File: src/hw/rtl/joystick_axis_conditioner_macros.svh
// ----------------------------------------------------------------------------
// Joystick axis conditioner assertion macros
// Shared concurrent assertion forms. They expect clk_i and rst_ni in scope.
// ----------------------------------------------------------------------------
`ifndef JOYSTICK_AXIS_CONDITIONER_MACROS_SVH
`define JOYSTICK_AXIS_CONDITIONER_MACROS_SVH

// Same-cycle implication, checked outside reset.
`define JAC_ASSERT_IMPL(label, ante, cons) \
  label: assert property (@(posedge clk_i) disable iff (!rst_ni) (ante) |-> (cons)) \
    else $error("jac: same-cycle check failed");

// Next-cycle implication, checked outside reset.
`define JAC_ASSERT_NEXT(label, ante, cons) \
  label: assert property (@(posedge clk_i) disable iff (!rst_ni) (ante) |=> (cons)) \
    else $error("jac: next-cycle check failed");

`endif

File: src/hw/rtl/jac_pkg.sv
// ----------------------------------------------------------------------------
// Joystick axis conditioner package
// Widths, codes and the queue word shared by the front, queue and back parts.
// ----------------------------------------------------------------------------
package jac_pkg;

  localparam int NUM_AXES    = 6;
  localparam int AXIS_W      = 3;
  localparam int AXIS_IDX_W  = (NUM_AXES > 1) ? $clog2(NUM_AXES) : 1;
  localparam int SAMPLE_W    = 16;
  localparam int MAG_W       = 17;
  localparam int DZ_W        = 16;
  localparam int VALUE_W     = 13;
  localparam int STORE_W     = 17;
  localparam int PCT_W       = 7;
  localparam int CFG_IDX_W   = 3;

  // Serial divider: 16 quotient bits, two per cycle.
  localparam int QUO_W          = 16;
  localparam int NUM_W          = 31;
  localparam int DIV_RADIX_BITS = 2;
  localparam int DIV_CYCLES     = QUO_W / DIV_RADIX_BITS;

  localparam int FIFO_DEPTH = 2;

  localparam logic [DZ_W-1:0]           AXIS_FULL  = 16'd32767;
  localparam logic signed [STORE_W-1:0] TRIG_LEVEL = 17'sd16384;
  localparam logic [PCT_W-1:0]          PCT_MAX    = 7'd100;

  typedef enum logic [1:0] {
    KIND_MOVE    = 2'd0,
    KIND_LOOK_H  = 2'd1,
    KIND_LOOK_V  = 2'd2,
    KIND_TRIGGER = 2'd3
  } kind_e;

  typedef enum logic [1:0] {
    KEY_NONE    = 2'd0,
    KEY_PRESS   = 2'd1,
    KEY_RELEASE = 2'd2
  } key_e;

  typedef enum logic [CFG_IDX_W-1:0] {
    CFG_LEFT_EN   = 3'd0,
    CFG_LEFT_PCT  = 3'd1,
    CFG_RIGHT_EN  = 3'd2,
    CFG_RIGHT_PCT = 3'd3,
    CFG_ANALOG    = 3'd4
  } cfg_reg_e;

  // One classified item as it waits between the front and the back.
  typedef struct packed {
    kind_e                 kind;
    logic                  axis_ok;
    logic [AXIS_IDX_W-1:0] idx;
    logic [SAMPLE_W-1:0]   sample;
    logic                  neg;
    logic [MAG_W-1:0]      mag;
    logic [DZ_W-1:0]       dz;
    logic                  analog;
  } item_t;

endpackage

File: src/hw/rtl/jac_front.sv
// ----------------------------------------------------------------------------
// Joystick axis conditioner front
// Holds the configuration registers, accepts input words and classifies them
// (axis range, magnitude, deadzone) into queue words.
// ----------------------------------------------------------------------------
module jac_front (
  input  logic                               clk_i,
  input  logic                               rst_ni,
  input  logic                               in_valid_i,
  output logic                               in_ready_o,
  input  logic [1:0]                         kind_i,
  input  logic [jac_pkg::AXIS_W-1:0]         axis_i,
  input  logic signed [jac_pkg::SAMPLE_W-1:0] sample_i,
  input  logic                               cfg_valid_i,
  output logic                               cfg_ready_o,
  input  logic [jac_pkg::CFG_IDX_W-1:0]      cfg_index_i,
  input  logic [jac_pkg::PCT_W-1:0]          cfg_data_i,
  input  logic                               full_i,
  output logic                               push_o,
  output jac_pkg::item_t                     entry_o
);

  localparam logic [13:0] RECIP_100 = 14'd10486;
  localparam logic [jac_pkg::AXIS_W:0] AXIS_LIMIT = (jac_pkg::AXIS_W + 1)'(jac_pkg::NUM_AXES);

  logic                        left_en_q;
  logic [jac_pkg::PCT_W-1:0]   left_pct_q;
  logic                        right_en_q;
  logic [jac_pkg::PCT_W-1:0]   right_pct_q;
  logic                        analog_q;

  logic                        use_left;
  logic                        dz_en;
  logic [jac_pkg::PCT_W-1:0]   pct_raw;
  logic [jac_pkg::PCT_W-1:0]   pct_c;
  logic [12:0]                 frac_num;
  logic [26:0]                 frac_prod;
  logic [jac_pkg::DZ_W-1:0]    dz_base;
  logic [jac_pkg::DZ_W-1:0]    dz_calc;
  logic [jac_pkg::MAG_W-1:0]   sample_ext;

  always_ff @(posedge clk_i or negedge rst_ni) begin
    if (!rst_ni) begin
      left_en_q   <= 1'b0;
      left_pct_q  <= '0;
      right_en_q  <= 1'b0;
      right_pct_q <= '0;
      analog_q    <= 1'b1;
    end else if (cfg_valid_i) begin
      case (cfg_index_i)
        jac_pkg::CFG_LEFT_EN:   left_en_q   <= cfg_data_i[0];
        jac_pkg::CFG_LEFT_PCT:  left_pct_q  <= cfg_data_i;
        jac_pkg::CFG_RIGHT_EN:  right_en_q  <= cfg_data_i[0];
        jac_pkg::CFG_RIGHT_PCT: right_pct_q <= cfg_data_i;
        jac_pkg::CFG_ANALOG:    analog_q    <= cfg_data_i[0];
        default: ;
      endcase
    end
  end

  assign cfg_ready_o = 1'b1;

  always_comb begin
    use_left = (axis_i < 3'd2);
    dz_en    = use_left ? left_en_q : right_en_q;
    pct_raw  = use_left ? left_pct_q : right_pct_q;
    pct_c    = (pct_raw > jac_pkg::PCT_MAX) ? jac_pkg::PCT_MAX : pct_raw;
    // 32767 * p = 327 * 100 * p + 67 * p, so only (67 * p + 50) / 100 needs a
    // reciprocal, which is exact for all operands below 43690.
    frac_num  = 13'({6'd0, pct_c} * 13'd67 + 13'd50);
    frac_prod = {14'd0, frac_num} * {13'd0, RECIP_100};
    dz_base   = 16'({9'd0, pct_c} * 16'd327);
    dz_calc   = dz_base + {9'd0, frac_prod[26:20]};

    sample_ext = {sample_i[jac_pkg::SAMPLE_W-1], sample_i};

    entry_o.kind    = jac_pkg::kind_e'(kind_i);
    entry_o.axis_ok = ({1'b0, axis_i} < AXIS_LIMIT);
    entry_o.idx     = axis_i[jac_pkg::AXIS_IDX_W-1:0];
    entry_o.sample  = sample_i;
    entry_o.neg     = sample_i[jac_pkg::SAMPLE_W-1];
    entry_o.mag     = sample_i[jac_pkg::SAMPLE_W-1] ? (~sample_ext + 17'd1) : sample_ext;
    entry_o.dz      = dz_en ? dz_calc : '0;
    entry_o.analog  = analog_q;
  end

  assign in_ready_o = !full_i;
  assign push_o     = in_valid_i && !full_i;

endmodule

File: src/hw/rtl/jac_fifo.sv
// ----------------------------------------------------------------------------
// Joystick axis conditioner queue
// Short first-in first-out queue of classified words between front and back.
// ----------------------------------------------------------------------------
module jac_fifo (
  input  logic           clk_i,
  input  logic           rst_ni,
  input  logic           push_i,
  input  jac_pkg::item_t entry_i,
  output logic           full_o,
  input  logic           pop_i,
  output logic           head_valid_o,
  output jac_pkg::item_t head_o
);

  localparam int PTR_W = (jac_pkg::FIFO_DEPTH > 1) ? $clog2(jac_pkg::FIFO_DEPTH) : 1;
  localparam int CNT_W = $clog2(jac_pkg::FIFO_DEPTH + 1);
  localparam logic [PTR_W-1:0] PTR_LAST = PTR_W'(jac_pkg::FIFO_DEPTH - 1);
  localparam logic [CNT_W-1:0] CNT_FULL = CNT_W'(jac_pkg::FIFO_DEPTH);

  jac_pkg::item_t   mem_q [jac_pkg::FIFO_DEPTH];
  logic [PTR_W-1:0] wr_ptr_q;
  logic [PTR_W-1:0] rd_ptr_q;
  logic [CNT_W-1:0] cnt_q;
  logic             do_push;
  logic             do_pop;

  assign full_o       = (cnt_q == CNT_FULL);
  assign head_valid_o = (cnt_q != '0);
  assign head_o       = mem_q[rd_ptr_q];
  assign do_push      = push_i && !full_o;
  assign do_pop       = pop_i && head_valid_o;

  always_ff @(posedge clk_i or negedge rst_ni) begin
    if (!rst_ni) begin
      wr_ptr_q <= '0;
      rd_ptr_q <= '0;
      cnt_q    <= '0;
    end else begin
      if (do_push) begin
        wr_ptr_q <= (wr_ptr_q == PTR_LAST) ? '0 : wr_ptr_q + 1'b1;
      end
      if (do_pop) begin
        rd_ptr_q <= (rd_ptr_q == PTR_LAST) ? '0 : rd_ptr_q + 1'b1;
      end
      if (do_push && !do_pop) begin
        cnt_q <= cnt_q + 1'b1;
      end else if (do_pop && !do_push) begin
        cnt_q <= cnt_q - 1'b1;
      end
    end
  end

  always_ff @(posedge clk_i) begin
    if (do_push) begin
      mem_q[wr_ptr_q] <= entry_i;
    end
  end

endmodule

File: src/hw/rtl/jac_div.sv
// ----------------------------------------------------------------------------
// Joystick axis conditioner divider
// Restoring unsigned divider, two quotient bits per cycle. The caller
// guarantees that the quotient fits in 16 bits.
// ----------------------------------------------------------------------------
module jac_div (
  input  logic                          clk_i,
  input  logic                          rst_ni,
  input  logic                          start_i,
  input  logic [jac_pkg::NUM_W-1:0]     num_i,
  input  logic [jac_pkg::DZ_W-1:0]      den_i,
  output logic                          busy_o,
  output logic                          done_o,
  output logic [jac_pkg::QUO_W-1:0]     quo_o
);

  localparam int CNT_W = (jac_pkg::DIV_CYCLES > 1) ? $clog2(jac_pkg::DIV_CYCLES) : 1;
  localparam logic [CNT_W-1:0] CNT_LAST = CNT_W'(jac_pkg::DIV_CYCLES - 1);

  logic                        busy_q;
  logic                        done_q;
  logic [CNT_W-1:0]            cnt_q;
  logic [jac_pkg::DZ_W-1:0]    rem_q;
  logic [jac_pkg::QUO_W-1:0]   shf_q;
  logic [jac_pkg::DZ_W-1:0]    den_q;
  logic [jac_pkg::DZ_W-1:0]    rem_d;
  logic [jac_pkg::QUO_W-1:0]   shf_d;

  // The low register shifts the remaining dividend bits out at the top and
  // the quotient bits in at the bottom.
  always_comb begin
    logic [jac_pkg::DZ_W:0] trial;
    logic                   ge;
    rem_d = rem_q;
    shf_d = shf_q;
    for (int i = 0; i < jac_pkg::DIV_RADIX_BITS; i++) begin
      trial = {rem_d, shf_d[jac_pkg::QUO_W-1]};
      ge    = (trial >= {1'b0, den_q});
      shf_d = {shf_d[jac_pkg::QUO_W-2:0], ge};
      rem_d = ge ? jac_pkg::DZ_W'(trial - {1'b0, den_q}) : trial[jac_pkg::DZ_W-1:0];
    end
  end

  always_ff @(posedge clk_i or negedge rst_ni) begin
    if (!rst_ni) begin
      busy_q <= 1'b0;
      done_q <= 1'b0;
      cnt_q  <= '0;
    end else begin
      done_q <= busy_q && !start_i && (cnt_q == CNT_LAST);
      if (start_i) begin
        busy_q <= 1'b1;
        cnt_q  <= '0;
      end else if (busy_q) begin
        cnt_q <= cnt_q + 1'b1;
        if (cnt_q == CNT_LAST) begin
          busy_q <= 1'b0;
        end
      end
    end
  end

  always_ff @(posedge clk_i) begin
    if (start_i) begin
      rem_q <= jac_pkg::DZ_W'(num_i[jac_pkg::NUM_W-1:jac_pkg::QUO_W]);
      shf_q <= num_i[jac_pkg::QUO_W-1:0];
      den_q <= den_i;
    end else if (busy_q) begin
      rem_q <= rem_d;
      shf_q <= shf_d;
    end
  end

  assign busy_o = busy_q;
  assign done_o = done_q;
  assign quo_o  = shf_q;

endmodule

File: src/hw/rtl/jac_back.sv
// ----------------------------------------------------------------------------
// Joystick axis conditioner back
// Takes classified words from the queue, runs the deadzone rescale and the
// move scaling on the shared divider, tracks trigger edges per axis and
// holds the output register.
// ----------------------------------------------------------------------------
`include "joystick_axis_conditioner_macros.svh"

module jac_back (
  input  logic                                clk_i,
  input  logic                                rst_ni,
  input  logic                                head_valid_i,
  input  jac_pkg::item_t                      head_i,
  output logic                                pop_o,
  output logic                                out_valid_o,
  input  logic                                out_ready_i,
  output logic signed [jac_pkg::VALUE_W-1:0]  value_o,
  output logic [1:0]                          key_event_o
);

  localparam logic [jac_pkg::NUM_W-1:0] MOVE_SCALE = 31'd100;
  localparam logic [jac_pkg::NUM_W-1:0] MOVE_ROUND = 31'd16383;
  localparam logic [jac_pkg::QUO_W-1:0] MOVE_CAP   = 16'd100;

  typedef enum logic [1:0] {
    S_IDLE,
    S_DIV,
    S_EMIT
  } state_e;

  state_e                              state_q;
  jac_pkg::kind_e                      kind_q;
  logic                                neg_q;
  logic [jac_pkg::AXIS_IDX_W-1:0]      idx_q;
  logic                                analog_q;
  logic                                pass2_q;
  logic [jac_pkg::VALUE_W-1:0]         res_value_q;
  jac_pkg::key_e                       res_key_q;
  logic                                out_valid_q;
  logic [jac_pkg::VALUE_W-1:0]         out_value_q;
  jac_pkg::key_e                       out_key_q;
  logic signed [jac_pkg::STORE_W-1:0]  store_q [jac_pkg::NUM_AXES];

  logic                                pop;
  logic                                out_free;
  logic [jac_pkg::MAG_W-1:0]           diff;
  logic [31:0]                         prod1;
  logic                                rescale;
  logic signed [jac_pkg::STORE_W-1:0]  prev;
  logic signed [jac_pkg::STORE_W-1:0]  sample_ext;
  logic                                trig_now;
  logic                                trig_prev;
  jac_pkg::key_e                       trig_key;
  logic [jac_pkg::QUO_W-1:0]           quo;
  logic [jac_pkg::MAG_W-1:0]           qx;
  logic [jac_pkg::STORE_W-1:0]         r_val;
  logic [jac_pkg::VALUE_W-1:0]         look_mag;
  logic [jac_pkg::VALUE_W-1:0]         look_val;
  logic [jac_pkg::VALUE_W-1:0]         digital_val;
  logic [jac_pkg::PCT_W-1:0]           cap;
  logic [jac_pkg::VALUE_W-1:0]         analog_val;
  logic [jac_pkg::NUM_W-1:0]           num2;
  logic                                go_pass2;
  logic                                div_start;
  logic [jac_pkg::NUM_W-1:0]           div_num;
  logic [jac_pkg::DZ_W-1:0]            div_den;
  logic                                div_busy;
  logic                                div_done;

  jac_div u_div (
    .clk_i   (clk_i),
    .rst_ni  (rst_ni),
    .start_i (div_start),
    .num_i   (div_num),
    .den_i   (div_den),
    .busy_o  (div_busy),
    .done_o  (div_done),
    .quo_o   (quo)
  );

  always_comb begin
    pop      = (state_q == S_IDLE) && head_valid_i;
    out_free = !out_valid_q || out_ready_i;

    // (mag - dz) * 32767 as a shift and a subtract.
    diff    = head_i.mag - {1'b0, head_i.dz};
    prod1   = {diff, 15'd0} - {15'd0, diff};
    rescale = head_i.axis_ok && (head_i.kind != jac_pkg::KIND_TRIGGER) &&
              (head_i.mag > {1'b0, head_i.dz}) && (head_i.dz != jac_pkg::AXIS_FULL);

    prev       = store_q[head_i.idx];
    sample_ext = {head_i.sample[jac_pkg::SAMPLE_W-1], head_i.sample};
    trig_now   = (sample_ext >= jac_pkg::TRIG_LEVEL);
    trig_prev  = (prev >= jac_pkg::TRIG_LEVEL);
    if (trig_now && !trig_prev) begin
      trig_key = jac_pkg::KEY_PRESS;
    end else if (!trig_now && trig_prev) begin
      trig_key = jac_pkg::KEY_RELEASE;
    end else begin
      trig_key = jac_pkg::KEY_NONE;
    end

    qx    = {1'b0, quo};
    r_val = neg_q ? (~qx + 17'd1) : qx;

    // A negative value shifts toward minus infinity, hence the rounding up
    // of the magnitude.
    look_mag    = neg_q ? jac_pkg::VALUE_W'((qx + 17'd15) >> 4) : jac_pkg::VALUE_W'(qx >> 4);
    look_val    = (neg_q ^ (kind_q == jac_pkg::KIND_LOOK_V)) ? (~look_mag + 13'd1) : look_mag;
    digital_val = neg_q ? '1 : 13'd1;

    cap        = (quo > MOVE_CAP) ? jac_pkg::PCT_MAX : quo[jac_pkg::PCT_W-1:0];
    analog_val = neg_q ? (~{6'd0, cap} + 13'd1) : {6'd0, cap};

    num2 = {15'd0, quo} * MOVE_SCALE + MOVE_ROUND;

    go_pass2  = (state_q == S_DIV) && div_done && !pass2_q &&
                (kind_q == jac_pkg::KIND_MOVE) && analog_q;
    div_start = (pop && rescale) || go_pass2;
    div_num   = (state_q == S_IDLE) ? prod1[jac_pkg::NUM_W-1:0] : num2;
    div_den   = (state_q == S_IDLE) ? (jac_pkg::AXIS_FULL - head_i.dz) : jac_pkg::AXIS_FULL;
  end

  assign pop_o = pop;

  always_ff @(posedge clk_i or negedge rst_ni) begin
    if (!rst_ni) begin
      state_q     <= S_IDLE;
      kind_q      <= jac_pkg::KIND_MOVE;
      neg_q       <= 1'b0;
      idx_q       <= '0;
      analog_q    <= 1'b0;
      pass2_q     <= 1'b0;
      res_value_q <= '0;
      res_key_q   <= jac_pkg::KEY_NONE;
      out_valid_q <= 1'b0;
      out_value_q <= '0;
      out_key_q   <= jac_pkg::KEY_NONE;
      for (int i = 0; i < jac_pkg::NUM_AXES; i++) begin
        store_q[i] <= '0;
      end
    end else begin
      // In the emit state the output register is reloaded below instead.
      if (out_valid_q && out_ready_i && (state_q != S_EMIT)) begin
        out_valid_q <= 1'b0;
      end
      case (state_q)
        S_IDLE: begin
          if (pop) begin
            kind_q      <= head_i.kind;
            neg_q       <= head_i.neg;
            idx_q       <= head_i.idx;
            analog_q    <= head_i.analog;
            pass2_q     <= 1'b0;
            res_value_q <= '0;
            res_key_q   <= jac_pkg::KEY_NONE;
            if (!head_i.axis_ok) begin
              state_q <= S_EMIT;
            end else if (head_i.kind == jac_pkg::KIND_TRIGGER) begin
              res_key_q            <= trig_key;
              store_q[head_i.idx]  <= sample_ext;
              state_q              <= S_EMIT;
            end else if (!rescale) begin
              // Inside the deadzone the axis reads as centered.
              store_q[head_i.idx] <= '0;
              state_q             <= S_EMIT;
            end else begin
              state_q <= S_DIV;
            end
          end
        end
        S_DIV: begin
          if (div_done) begin
            if (!pass2_q) begin
              store_q[idx_q] <= r_val;
              if (go_pass2) begin
                pass2_q <= 1'b1;
              end else begin
                res_value_q <= (kind_q == jac_pkg::KIND_MOVE) ? digital_val : look_val;
                state_q     <= S_EMIT;
              end
            end else begin
              res_value_q <= analog_val;
              state_q     <= S_EMIT;
            end
          end
        end
        S_EMIT: begin
          if (out_free) begin
            out_valid_q <= 1'b1;
            out_value_q <= res_value_q;
            out_key_q   <= res_key_q;
            state_q     <= S_IDLE;
          end
        end
        default: begin
          state_q <= S_IDLE;
        end
      endcase
    end
  end

  assign out_valid_o = out_valid_q;
  assign value_o     = $signed(out_value_q);
  assign key_event_o = out_key_q;

  `JAC_ASSERT_IMPL(a_div_start_when_free, div_start, !div_busy)
  `JAC_ASSERT_IMPL(a_div_runs_in_div_state, state_q == S_DIV, div_busy || div_done)
  `JAC_ASSERT_IMPL(a_trigger_word_no_value, out_valid_q && (out_key_q != jac_pkg::KEY_NONE), out_value_q == '0)
  `JAC_ASSERT_NEXT(a_emit_loads_output, (state_q == S_EMIT) && out_free, out_valid_q && (state_q == S_IDLE))

endmodule

File: src/hw/rtl/joystick_axis_conditioner.sv
// ----------------------------------------------------------------------------
// Joystick axis conditioner
// Deadzone cut and rescale of controller axis samples, with move, look and
// trigger-edge outputs.
// ----------------------------------------------------------------------------
// Input words (kind_i, axis_i, sample_i) are taken on in_valid_i & in_ready_o
// into a two-word queue; in_ready_o drops only while that queue is full.
// Each input word gives exactly one output word (value_o, key_event_o) on the
// out_valid_o / out_ready_i channel, in order.
// Trigger words, words on an unused axis and samples inside the deadzone skip
// the divider; look words and digital move words that need the rescale use it
// once, analog move words twice. The back part handles one word at a time and
// pops the next only after the last has reached the output register. The serial
// divider makes two quotient bits a cycle and is used once for the rescale and
// once more for the percent scaling of analog move.
// When the receiver stalls, the result stays in the output register while the
// queue keeps taking words until it is full.
// Configuration writes (cfg_index_i, cfg_data_i) are always taken and should
// only be issued while the block is idle. Reset restores the register
// defaults (analog move on, deadzones off) and clears every stored axis value.
module joystick_axis_conditioner (
  input  logic                                clk_i,
  input  logic                                rst_ni,
  input  logic                                in_valid_i,
  output logic                                in_ready_o,
  input  logic [1:0]                          kind_i,
  input  logic [jac_pkg::AXIS_W-1:0]          axis_i,
  input  logic signed [jac_pkg::SAMPLE_W-1:0] sample_i,
  output logic                                out_valid_o,
  input  logic                                out_ready_i,
  output logic signed [jac_pkg::VALUE_W-1:0]  value_o,
  output logic [1:0]                          key_event_o,
  input  logic                                cfg_valid_i,
  output logic                                cfg_ready_o,
  input  logic [jac_pkg::CFG_IDX_W-1:0]       cfg_index_i,
  input  logic [jac_pkg::PCT_W-1:0]           cfg_data_i
);

  logic           push;
  logic           full;
  logic           pop;
  logic           head_valid;
  jac_pkg::item_t entry;
  jac_pkg::item_t head;

  jac_front u_front (
    .clk_i       (clk_i),
    .rst_ni      (rst_ni),
    .in_valid_i  (in_valid_i),
    .in_ready_o  (in_ready_o),
    .kind_i      (kind_i),
    .axis_i      (axis_i),
    .sample_i    (sample_i),
    .cfg_valid_i (cfg_valid_i),
    .cfg_ready_o (cfg_ready_o),
    .cfg_index_i (cfg_index_i),
    .cfg_data_i  (cfg_data_i),
    .full_i      (full),
    .push_o      (push),
    .entry_o     (entry)
  );

  jac_fifo u_fifo (
    .clk_i        (clk_i),
    .rst_ni       (rst_ni),
    .push_i       (push),
    .entry_i      (entry),
    .full_o       (full),
    .pop_i        (pop),
    .head_valid_o (head_valid),
    .head_o       (head)
  );

  jac_back u_back (
    .clk_i        (clk_i),
    .rst_ni       (rst_ni),
    .head_valid_i (head_valid),
    .head_i       (head),
    .pop_o        (pop),
    .out_valid_o  (out_valid_o),
    .out_ready_i  (out_ready_i),
    .value_o      (value_o),
    .key_event_o  (key_event_o)
  );

endmodule
File: config.mk
export PLATFORM = sky130hd
export DESIGN_NAME = joystick_axis_conditioner
export DESIGN_NICKNAME = d
export VERILOG_FILES = /design/src/hw/rtl/jac_pkg.sv /design/src/hw/rtl/jac_front.sv /design/src/hw/rtl/jac_fifo.sv /design/src/hw/rtl/jac_div.sv /design/src/hw/rtl/jac_back.sv /design/src/hw/rtl/joystick_axis_conditioner.sv
export VERILOG_INCLUDE_DIRS = /design/src /design/src/hw/rtl
export SDC_FILE = /design/constraint.sdc
export NUM_CORES = 1
export LEC_CHECK = 0
export BUFFER_PORTS_ARGS = -buffer_cell sky130_fd_sc_hd__buf_2
export CAP_MARGIN = 40
export CORE_MARGIN = 3
export CORE_UTILIZATION = 40
export CTS_BUF_LIST = sky130_fd_sc_hd__clkbuf_8
export DETAILED_ROUTE_END_ITERATION = 8
export SLEW_MARGIN = 30
export SYNTH_ARGS = -nofsm -noshare
export SYNTH_HDL_FRONTEND = slang
export SYNTH_HIERARCHICAL = 1
export SYNTH_SLANG_ARGS = --single-unit
File: constraint.sdc
create_clock -name clk_i -period 13.1 [get_ports clk_i]
set_input_delay 2.62 -clock clk_i [delete_from_list [all_inputs] [get_ports clk_i]]
set_output_delay 2.62 -clock clk_i [all_outputs]
set_load 0.01 [all_outputs]
==> impl_metrics.toml <==
[clock_network]
htreeDepth = 2
clkLatencyLatePin_ns = 0.62
cts_hold_buf = 0
clock_path_buffers = 3
clock-root-buffer = "clkbuf_8"
clk_pin_slew_worst_paths_ns = 0.06
cts.sinks = 219
cts_tree = "built"
numCtsBuffers = 41

[synth]
syn_avg_cell_area_um2 = 9.42
syn_nets = 2799
yosysWarnings = 6
netlist_area_um2 = 22500
synthCells = 2386

[worst_setup_path]
cp_data_arrival_time_ns = 12.98
r2r_slack_ns = 2.26
worstSetupEndpoint = "u_fifo/mem_q[0][16]$_DFFE_PP_"
cp-start-kind = "input pin"
path_max_fanout = 4
crit_top_cell = "fa_1"
r2r_start = "u_front/left_pct_q[2]$_DFFE_PN0P_"
cp-end-kind = "flip-flop"
cp.required_ns = 13.44
crit_slowest_cell = "fa_1"
slowest_delay_ns = 0.56
r2r_end = "u_fifo/mem_q[0][16]$_DFFE_PP_"
crit_type = "input pin to flip-flop"
reg2reg_depth = 41
crit_path_start = "axis_i[1]"

[finish]
fillers = 5346
syn_to_final_growth_pct = 10.9
finalInstanceArea_um2 = 24900
nNetsFinal = 2876
drive_gt1_share_pct = 15.3

[timing]
final.setup_skew_ns = 0.0262
finalSetupViolations = 0
max-slew-margin-rel_pct = 45.6
fin_crit_sh_pct = 96.5
fmax_mhz = 79.1
final_hold_viol_count = 0
fin_setup_tns_ns = 0
worst_pin_slew_ns = 0.814
period_minus_slack_ns = 12.64
slew_violations = 0

[global_route]
grt.total_usage_pct = 19.0
antenna_found_initial = 2
grt_max_degree = 58
grt-ovfl-total = 0
grt_pass1_vias = 17440
grt_pass1_wl_um = 92200

[routing]
totalWireLength_um = 57100
drtPass1Iterations = 6
wl_per_cell_um = 17.6
vias = 17798
ant_nets = 0
vias_per_cell = 5.48
drt_iter0_drc = 1295
remaining_drc_errors = 0

[floorplan]
start_util_pct = 40.6
core_um2 = 55300
dieArea_um2 = 59100
die_y_um = 243
ioPinCount = 54
die_w_um = 243
rows = 86

[placement]
finalWeightedCongestion = 0.908
dp_hpwl_um = 45200
post_dp_cell_area_um2 = 23900
port_buffers = 52

[flow_run]
drv_cap = 0

[worst_hold_path]
worstHoldPathType = "flip-flop to flip-flop"

[run_status]
status = "finished clean"
timing repair:
item / CTS / global route
buffers inserted: 0 / 6
setup endpoints to repair: 0 / 16
resized for setup: 0 / 20
worst min-delay path by stage:
stage / start / to / slack [ns] / depth (start not counted)
final: u_fifo/cnt_q[1]$_DFFE_PN0P_ / u_fifo/cnt_q[1]$_DFFE_PN0P_ / 0.49 / 1
after global routing: u_back/res_value_q[5]$_DFFE_PN0P_ / u_back/res_value_q[5]$_DFFE_PN0P_ / 0.51 / 1
after CTS: u_fifo/cnt_q[1]$_DFFE_PN0P_ / u_fifo/cnt_q[1]$_DFFE_PN0P_ / 0.49 / 1
after detailed placement: u_fifo/cnt_q[1]$_DFFE_PN0P_ / u_fifo/cnt_q[1]$_DFFE_PN0P_ / 0.48 / 1
after global placement: u_fifo/cnt_q[1]$_DFFE_PN0P_ / u_fifo/cnt_q[1]$_DFFE_PN0P_ / 0.48 / 1
after floorplan: u_back/res_key_q[0]$_DFFE_PN0P_ / u_back/res_key_q[0]$_DFFE_PN0P_ / 0.44 / 2
sequential cells by signal, indices dropped and copies added, names as in the netlist, 3 cells and up:
| signal | flops |
|---|---|
| u_front/left_pct_q | 7 |
| u_back/store_q | 18 |
| u_back/idx_q | 3 |
| u_back/u_div/quo_o | 16 |
| u_back/value_o | 13 |
| u_front/right_pct_q | 7 |
| u_back/u_div/rem_q | 16 |
| u_fifo/mem_q | 86 |
| u_back/u_div/cnt_q | 3 |
| u_back/res_value_q | 13 |
| u_back/u_div/den_q | 16 |
worst max-delay path, delay by kind of cell:
kind,cells,cell delay [ns]
multiplexers,1,0.15
XOR/XNOR,1,0.15
adder cells (fa/ha/maj),13,5.27
AND/OR/NAND/NOR,6,1.92
buffers and inverters,7,0.49
AO/OA/AOI/OAI,14,2.38
per-layer routing:
metal	global-route usage [%]	share of wire [%]	wire, um	vias to the layer above
li1	-	-	-	8690
met4	4.87	1.7	988	0
met2	30.3	46	26000	416
met1	27.1	48	27500	8627
met5	0	0	0	-
met3	2.60	4.5	2590	65
metrics by stage:
stage | util, % | worst slack (ns) | cells | hold WS [ns]
after floorplan | - | 0.00887 | 2386 | 0.439
after global routing | 45.1 | -0.0695 | 3246 | 0.510
after global placement | 43.0 | -0.0378 | 3159 | 0.480
after detailed placement | 43.1 | -0.299 | 3160 | 0.478
final | 45.1 | 0.456 | 3246 | 0.493
after CTS | 44.7 | 0.303 | 3236 | 0.490
area by class of cell:
type,count,area (um^2),area share (%)
diodes,2,5.00,0.0201
clock buffers,47,647,2.60
clock inverters,29,225,0.904
inverters,274,1030,4.13
multi-input cells,1791,15000,60.2
flip-flops and latches,219,6140,24.7
well taps,748,936,3.76
repair buffers,136,930,3.73
layout by cell type (no fill, tap or decap), types with 27 or more instances in the layout:
| cell | n |
|---|---|
| nor3_1 | 40 |
| dfrtp_1 | 83 |
| nor2_1 | 133 |
| buf_2 | 51 |
| nand4_1 | 37 |
| ha_1 | 293 |
| xor2_1 | 55 |
| xnor2_1 | 88 |
| nand2b_1 | 29 |
| nand2_1 | 161 |
| fa_1 | 82 |
| buf_4 | 82 |
| o21ai_0 | 103 |
| mux2_2 | 80 |
| nand3_1 | 52 |
| edfxtp_1 | 133 |
| a21oi_1 | 130 |
| clkbuf_8 | 47 |
| a21o_1 | 27 |
| inv_1 | 280 |
Power is left out: the tool's default activity adds up to more than one toggle a clock period on the data nets, which glitch-free logic cannot reach.
